`src/sv/rcfd_pkg.sv`:
```
// Package: types and constants of the remote-control channel frame decoder.
package rcfd_pkg;

  localparam int unsigned NUM_CHANNELS = 9;
  localparam int unsigned MODE_BYTES   = 4;
  localparam int unsigned MODE_W       = 3;
  localparam int unsigned MODE_WORD_W  = NUM_CHANNELS * MODE_W;
  localparam int unsigned CH_W         = 4;
  localparam int unsigned POS_W        = 4;
  localparam int unsigned BYTE_W       = 8;
  localparam int unsigned OUT_DATA_W   = 16;

  localparam logic [MODE_W-1:0] MODE_SERVO        = 3'b001;
  localparam logic [MODE_W-1:0] MODE_PWM          = 3'b010;
  localparam logic [MODE_W-1:0] MODE_DIGITAL_HIGH = 3'b111;

  localparam logic [CH_W-1:0]  LAST_CH      = CH_W'(NUM_CHANNELS - 1);
  localparam logic [POS_W-1:0] LAST_MODE_POS = POS_W'(MODE_BYTES - 1);
  localparam logic [POS_W-1:0] POS_MAX      = '1;

  typedef enum logic [1:0] {
    ST_IDLE,
    ST_COUNT,
    ST_EMIT
  } state_t;

  // True for modes that take a value byte from the frame.
  function automatic logic needs_value(input logic [MODE_W-1:0] m);
    return (m == MODE_SERVO) || (m == MODE_PWM);
  endfunction

endpackage

```
`src/sv/rc_channel_frame_decoder.sv`:
```
// Top level: remote-control channel frame decoder with a shared mode-scan unit.
// Throughput: one byte per cycle while ready, except the fourth byte of a frame, after
//   which a scan counts the servo and PWM channels (input not ready).
// Output: the last byte starts 9 results, one per cycle while out_tready is high; a
//   frame that ends within its four mode bytes first runs the scan.
// The single mode scanner serves both the count and the result burst.
// Reset: rst_n low (synchronous) returns to idle with an empty frame and no result.
module rc_channel_frame_decoder
  import rcfd_pkg::*;
(
  input  logic                  clk,
  input  logic                  rst_n,
  input  logic                  in_tvalid,
  output logic                  in_tready,
  input  logic [BYTE_W-1:0]     in_tdata,   // [7:0] rx_byte
  input  logic                  in_tlast,   // last_byte
  output logic                  out_tvalid,
  input  logic                  out_tready,
  output logic [OUT_DATA_W-1:0] out_tdata,  // [3:0] channel_index, [6:4] channel_mode,
                                            // [14:7] channel_value, [15] zero
  output logic                  out_tuser,  // frame_short
  output logic                  out_tlast   // last_channel
);

  // Sequencer state.
  state_t state_r, state_nxt;

  // Frame state.
  logic [POS_W-1:0]       pos_r, pos_nxt;
  logic [MODE_WORD_W-1:0] mode_word_r, mode_word_nxt;
  logic [CH_W-1:0]        slot_cnt_r, slot_cnt_nxt;
  logic [CH_W-1:0]        need_r, need_nxt;
  logic [BYTE_W-1:0]      vals_r [NUM_CHANNELS];

  // Shared scan unit: a shift copy of the mode word, one channel per step.
  logic [MODE_WORD_W-1:0] scan_r, scan_nxt;
  logic [CH_W-1:0]        step_r, step_nxt;
  logic [CH_W-1:0]        rd_slot_r, rd_slot_nxt;
  logic                   emit_after_r, emit_after_nxt;

  // Output register.
  logic                  out_valid_r, out_valid_nxt;
  logic [OUT_DATA_W-1:0] out_data_r, out_data_nxt;
  logic                  out_user_r, out_user_nxt;
  logic                  out_last_r, out_last_nxt;

  logic                   in_xfer;
  logic                   store_val;
  logic                   scan_go;
  logic                   out_load;
  logic                   last_step;
  logic [MODE_W-1:0]      scan_mode;
  logic                   scan_needs;
  logic [BYTE_W-1:0]      emit_val;
  logic [MODE_WORD_W-1:0] byte_bits;

  assign in_tready  = (state_r == ST_IDLE);
  assign in_xfer    = in_tvalid && in_tready;
  assign out_tvalid = out_valid_r;
  assign out_tdata  = out_data_r;
  assign out_tuser  = out_user_r;
  assign out_tlast  = out_last_r;

  assign scan_mode  = scan_r[MODE_WORD_W-1 -: MODE_W];
  assign scan_needs = needs_value(scan_mode);
  assign last_step  = (step_r == LAST_CH);
  // Refill the output register when it is empty or being taken.
  assign out_load   = (state_r == ST_EMIT) && (!out_valid_r || out_tready);
  // Scan after the last mode byte, or at a frame end that came before it.
  assign scan_go    = (pos_r == LAST_MODE_POS) || (in_tlast && (pos_r < LAST_MODE_POS));
  assign store_val  = (pos_r > LAST_MODE_POS) && (slot_cnt_r < need_r);

  // Place an incoming mode byte: channel 0 lands in the top bits.
  always_comb begin
    case (pos_r)
      4'd0:    byte_bits = MODE_WORD_W'({in_tdata, 19'd0});
      4'd1:    byte_bits = MODE_WORD_W'({in_tdata, 11'd0});
      4'd2:    byte_bits = MODE_WORD_W'({in_tdata, 3'd0});
      4'd3:    byte_bits = MODE_WORD_W'(in_tdata[7:5]);
      default: byte_bits = '0;
    endcase
  end

  // Value of the channel under the scanner during the result burst.
  always_comb begin
    emit_val = '0;
    if (scan_needs) begin
      if (rd_slot_r < slot_cnt_r) begin
        emit_val = vals_r[rd_slot_r];
      end
    end else if (scan_mode == MODE_DIGITAL_HIGH) begin
      emit_val = BYTE_W'(1);
    end
  end

  // Next state.
  always_comb begin
    state_nxt = state_r;
    unique case (state_r)
      ST_IDLE: begin
        if (in_xfer) begin
          if (scan_go) begin
            state_nxt = ST_COUNT;
          end else if (in_tlast) begin
            state_nxt = ST_EMIT;
          end
        end
      end
      ST_COUNT: begin
        if (last_step) begin
          state_nxt = emit_after_r ? ST_EMIT : ST_IDLE;
        end
      end
      ST_EMIT: begin
        if (out_load && last_step) begin
          state_nxt = ST_IDLE;
        end
      end
      default: state_nxt = ST_IDLE;
    endcase
  end

  // Datapath and outputs.
  always_comb begin
    pos_nxt        = pos_r;
    mode_word_nxt  = mode_word_r;
    slot_cnt_nxt   = slot_cnt_r;
    need_nxt       = need_r;
    scan_nxt       = scan_r;
    step_nxt       = step_r;
    rd_slot_nxt    = rd_slot_r;
    emit_after_nxt = emit_after_r;
    out_valid_nxt  = out_valid_r && !out_tready;
    out_data_nxt   = out_data_r;
    out_user_nxt   = out_user_r;
    out_last_nxt   = out_last_r;
    unique case (state_r)
      ST_IDLE: begin
        if (in_xfer) begin
          mode_word_nxt = mode_word_r | byte_bits;
          if (pos_r != POS_MAX) begin
            pos_nxt = pos_r + POS_W'(1);
          end
          if (store_val) begin
            slot_cnt_nxt = slot_cnt_r + CH_W'(1);
          end
          // Load the scanner with the mode word as it stands after this byte.
          scan_nxt       = mode_word_r | byte_bits;
          step_nxt       = '0;
          rd_slot_nxt    = '0;
          emit_after_nxt = in_tlast;
          if (scan_go) begin
            need_nxt = '0;
          end
        end
      end
      ST_COUNT: begin
        if (scan_needs) begin
          need_nxt = need_r + CH_W'(1);
        end
        step_nxt = step_r + CH_W'(1);
        scan_nxt = scan_r << MODE_W;
        if (last_step) begin
          // Rewind for the result burst.
          scan_nxt = mode_word_r;
          step_nxt = '0;
        end
      end
      ST_EMIT: begin
        if (out_load) begin
          out_valid_nxt = 1'b1;
          out_data_nxt  = {1'b0, emit_val, scan_mode, step_r};
          out_user_nxt  = (need_r > slot_cnt_r);
          out_last_nxt  = last_step;
          if (scan_needs) begin
            rd_slot_nxt = rd_slot_r + CH_W'(1);
          end
          step_nxt = step_r + CH_W'(1);
          scan_nxt = scan_r << MODE_W;
          if (last_step) begin
            // Drop the frame and start over.
            pos_nxt       = '0;
            mode_word_nxt = '0;
            slot_cnt_nxt  = '0;
            need_nxt      = '0;
          end
        end
      end
      default: ;
    endcase
  end

  always_ff @(posedge clk) begin
    if (!rst_n) begin
      state_r      <= ST_IDLE;
      pos_r        <= '0;
      mode_word_r  <= '0;
      slot_cnt_r   <= '0;
      need_r       <= '0;
      step_r       <= '0;
      rd_slot_r    <= '0;
      emit_after_r <= 1'b0;
      out_valid_r  <= 1'b0;
    end else begin
      state_r      <= state_nxt;
      pos_r        <= pos_nxt;
      mode_word_r  <= mode_word_nxt;
      slot_cnt_r   <= slot_cnt_nxt;
      need_r       <= need_nxt;
      step_r       <= step_nxt;
      rd_slot_r    <= rd_slot_nxt;
      emit_after_r <= emit_after_nxt;
      out_valid_r  <= out_valid_nxt;
    end
  end

  // Payload registers: no reset.
  always_ff @(posedge clk) begin
    scan_r     <= scan_nxt;
    out_data_r <= out_data_nxt;
    out_user_r <= out_user_nxt;
    out_last_r <= out_last_nxt;
    if (in_xfer && store_val) begin
      vals_r[slot_cnt_r] <= in_tdata;
    end
  end

endmodule

```
`config.mk`:
```
export PLATFORM = sky130hd
export DESIGN_NAME = rc_channel_frame_decoder
export DESIGN_NICKNAME = d
export VERILOG_FILES = /design/src/sv/rcfd_pkg.sv /design/src/sv/rc_channel_frame_decoder.sv
export SDC_FILE = /design/constraint.sdc
export NUM_CORES = 1
export LEC_CHECK = 0
export BUFFER_PORTS_ARGS = -buffer_cell sky130_fd_sc_hd__buf_2
export CELL_PAD_IN_SITES_DETAIL_PLACEMENT = 1
export CELL_PAD_IN_SITES_GLOBAL_PLACEMENT = 1
export CORE_ASPECT_RATIO = 0.5
export CORE_UTILIZATION = 45
export CTS_CLUSTER_DIAMETER = 40
export DETAILED_ROUTE_END_ITERATION = 16
export GPL_ROUTABILITY_DRIVEN = 0
export GPL_TIMING_DRIVEN = 0
export PLACE_DENSITY = 0.76
export SLEW_MARGIN = 40
export SYNTH_ARGS = -nofsm -noshare
export SYNTH_HDL_FRONTEND = slang
export SYNTH_SLANG_ARGS = --single-unit
```
`constraint.sdc`:
```
create_clock -name clk -period 3.9 [get_ports clk]
set_clock_uncertainty 0.2 [all_clocks]
set_input_delay 0.39 -clock clk [delete_from_list [all_inputs] [get_ports clk]]
set_output_delay 0.39 -clock clk [all_outputs]
set_load 0.005 [all_outputs]
```
==> impl_metrics.json <==
{
  "first_pass_iters": 7,
  "crit_arrival_ns": 3.15,
  "startpoint_type": "flop",
  "clockRootBuffer": "clkbuf_16",
  "ys_seq_elements": 171,
  "grt_pass1_wl_um": 32200,
  "cts_tree": "done",
  "place_inst": 918,
  "hp-class": "input pin to flop",
  "drv_slew": 0,
  "synth.most_common_cell": "edfxtp_1",
  "tightest_slew_ns": 0.728,
  "synth_cells": 658,
  "clock-sinks": 171,
  "diodes": 0,
  "fin_setup_tns_ns": 0,
  "cts_resized": 0,
  "vias": 5582,
  "cts_buffers": 17,
  "min_period_ns": 3.28,
  "yosysTopAreaCellShare": 0.459,
  "status": "complete, no violations",
  "cts_max_path_buffers": 2,
  "p_per_area_nw_per_um2": 713,
  "fp.dieW_um": 186,
  "multi_input_area_um2": 2790,
  "place_hpwl_um": 14100,
  "path_clk_slew_ns": 0.07,
  "post_route_cells_drive_above_1_share": 0.129,
  "synthTopCellsByArea": "edfxtp_1 46%, dfxtp_1 14%, mux4_2 4.7%",
  "synthMuxAreaShare": 0.0619,
  "synth_top_family_by_area": "compound AO/OA/AOI/OAI gates",
  "synth_compound_area_frac": 0.130,
  "layout-area-overhead-vs-synth_pct": 14.2,
  "port-buffer-count": 30,
  "die_area_um2": 17400,
  "final-instance-count-excl-fill": 950,
  "clock_latency_ns": 0.44,
  "synthAdderAreaFrac": 0.0379,
  "drt_wl_total_um": 21000,
  "syn-num-nets": 694,
  "antenna_found_initial": 0,
  "initial_core_util": 0.462,
  "ant_nets": 0,
  "viasPerCell": 5.88,
  "fmax_ghz": 0.305,
  "rsz0062_at_grt": "no",
  "htreeDepth": 4,
  "ys_seq_area_frac": 0.604,
  "grt_pass1_vias": 5596,
  "hold_violations": 0,
  "grt_overflow": 0,
  "synth-simple-area-share": 0.127,
  "core_area_um2": 16400,
  "leakage_uw": 0.00308,
  "relSlewSlack": 0.513,
  "cts_setup_buffers": 0,
  "criticalPathCategory": "flop to flop",
  "rows": 33,
  "fillCellCount": 1791,
  "fin_crit_sh": 0.842,
  "ys_types": 50,
  "required_ns": 3.77,
  "synth_async_sr_flop_share": 0,
  "die_h_um": 93.9,
  "drtIter0Drc": 407,
  "grt_max_degree": 20,
  "post_synth.cell_area_avg_um2": 11.5,
  "yosys.area.top_type": "edfxtp_1",
  "endpoint_kind": "flop",
  "synthesis.area_um2": 7600,
  "setup-violations-final": 0,
  "synth_common_cells": "116 x edfxtp_1, 94 x nand2_1, 71 x a21oi_1",
  "ctsHoldBuffers": 0,
  "crit_fanout": 8,
  "drc_errors": 0,
  "synth_xor_area_frac": 0.00807,
  "synth_edf_count": 116,
  "synthFlopType": "edfxtp_1",
  "peakVddDrop_uv": 418,
  "seqCellArea_um2": 4580,
  "yosys_warnings": 0,
  "layout.nets": 746,
  "io_pins": 33,
  "drv_cap": 0,
  "hold_ws_ns": 0.0435,
  "wl_per_cell_um": 22.1,
  "grt_use_total": 0.256
}
-- layout make-up --
type | count | area share
clock buffer | 17 | 0.0490
inverter | 17 | 0.00736
timing repair buffer | 33 | 0.0216
sequential | 171 | 0.528
buffer | 41 | 0.0196
tap | 227 | 0.0327
multi-input combinational | 429 | 0.322
clock inverter | 15 | 0.0195
-- critical path: stages (launching register included) --
cell,delay [ns]
dfxtp_1,0.48
inv_1,0.16
ha_1,0.35
and4_1,0.21
nor3_1,0.26
nand4_1,0.27
nor3_1,0.46
and2_1,0.53
-- layout by cell type, fill, tap and decap left out, types with 3 or more instances in the layout --
master / instances
inv_8: 5
mux4_2: 16
clkbuf_16: 17
nor2_1: 63
edfxtp_1: 116
inv_1: 16
nand4_1: 5
dfxtp_1: 55
a22oi_1: 28
and2_1: 11
clkinv_8: 3
a211oi_1: 4
nand2_1: 94
a21oi_1: 71
o21ai_0: 12
nor3_1: 7
xnor2_1: 4
buf_1: 4
or4_1: 3
a221oi_1: 24
ha_1: 23
buf_6: 3
mux2i_1: 11
clkbuf_1: 31
nand2b_1: 5
xor2_1: 3
buf_2: 33
nand3_1: 13
-- power by group --
part / internal (µW) / switching (µW) / total [µW] / leakage (µW)
sequential: 2360 / 173 / 2530 / 0.00153
clock: 866 / 835 / 1700 / 0.000289
combinational: 659 / 1300 / 1960 / 0.00126
total: 3880 / 2310 / 6190 / 0.00308
-- logic make-up (layout without fill, tap and decap cells) --
| group | count (synthesis) | in the layout |
|---|---|---|
| xor+xnor | 7 | 7 |
| simple gates | 216 | 216 |
| other cells | 1 | 1 |
| mux | 27 | 27 |
| compound gates | 155 | 155 |
| flops | 171 | 171 |
| fa+ha+maj | 23 | 23 |
| buf+inv | 58 | 123 |
-- layer usage --
| layer | GRT usage | routed length, µm |
|---|---|---|
| met3 | 0.0523 | 923 |
| met5 | 0 | 0 |
| met2 | 0.447 | 10600 |
| met4 | 0.0929 | 443 |
| met1 | 0.315 | 9000 |
-- flip-flops by register name (all words and copies together), names as in the netlist, named ones only --
| signal | cells |
|---|---|
| pos_r | 4 |
| out_tvalid | 1 |
| rd_slot_r | 4 |
| state_r | 2 |
| out_tdata | 15 |
| emit_after_r | 1 |
| step_r | 4 |
| mode_word_r | 27 |
| slot_cnt_r | 4 |
| vals_r | 72 |
| out_tuser | 1 |
| out_tlast | 1 |
| scan_r | 27 |
| need_r | 4 |
-- path summary, 6_finish.rpt --
path / start / endpoint / slack, ns / depth (start not counted)
worst max-delay path: slot_cnt_r[2] / vals_r[5][0] / 0.62 / 7
worst min-delay path: in_tlast / emit_after_r / 0.04 / 3
worst max register to register: slot_cnt_r[2] / vals_r[5][0] / 0.62 / 7
worst min register to register: emit_after_r / emit_after_r / 0.26 / 2
-- stage by stage --
step / util / power [µW] / setup slack (ns) / cell area (µm²)
3_5_place_dp: 0.491 / 4480 / 0.873 / 8070
5_1_grt: 0.528 / 6490 / 0.487 / 8670
4_1_cts: 0.527 / 6200 / 0.804 / 8670
3_3_place_gp: 0.489 / 4370 / 0.358 / 8030
2_1_floorplan: - / 3790 / 1.02 / 7600
6_report: 0.528 / 6190 / 0.617 / 8670
No activity file was read; power rests on OpenSTA's default activity.
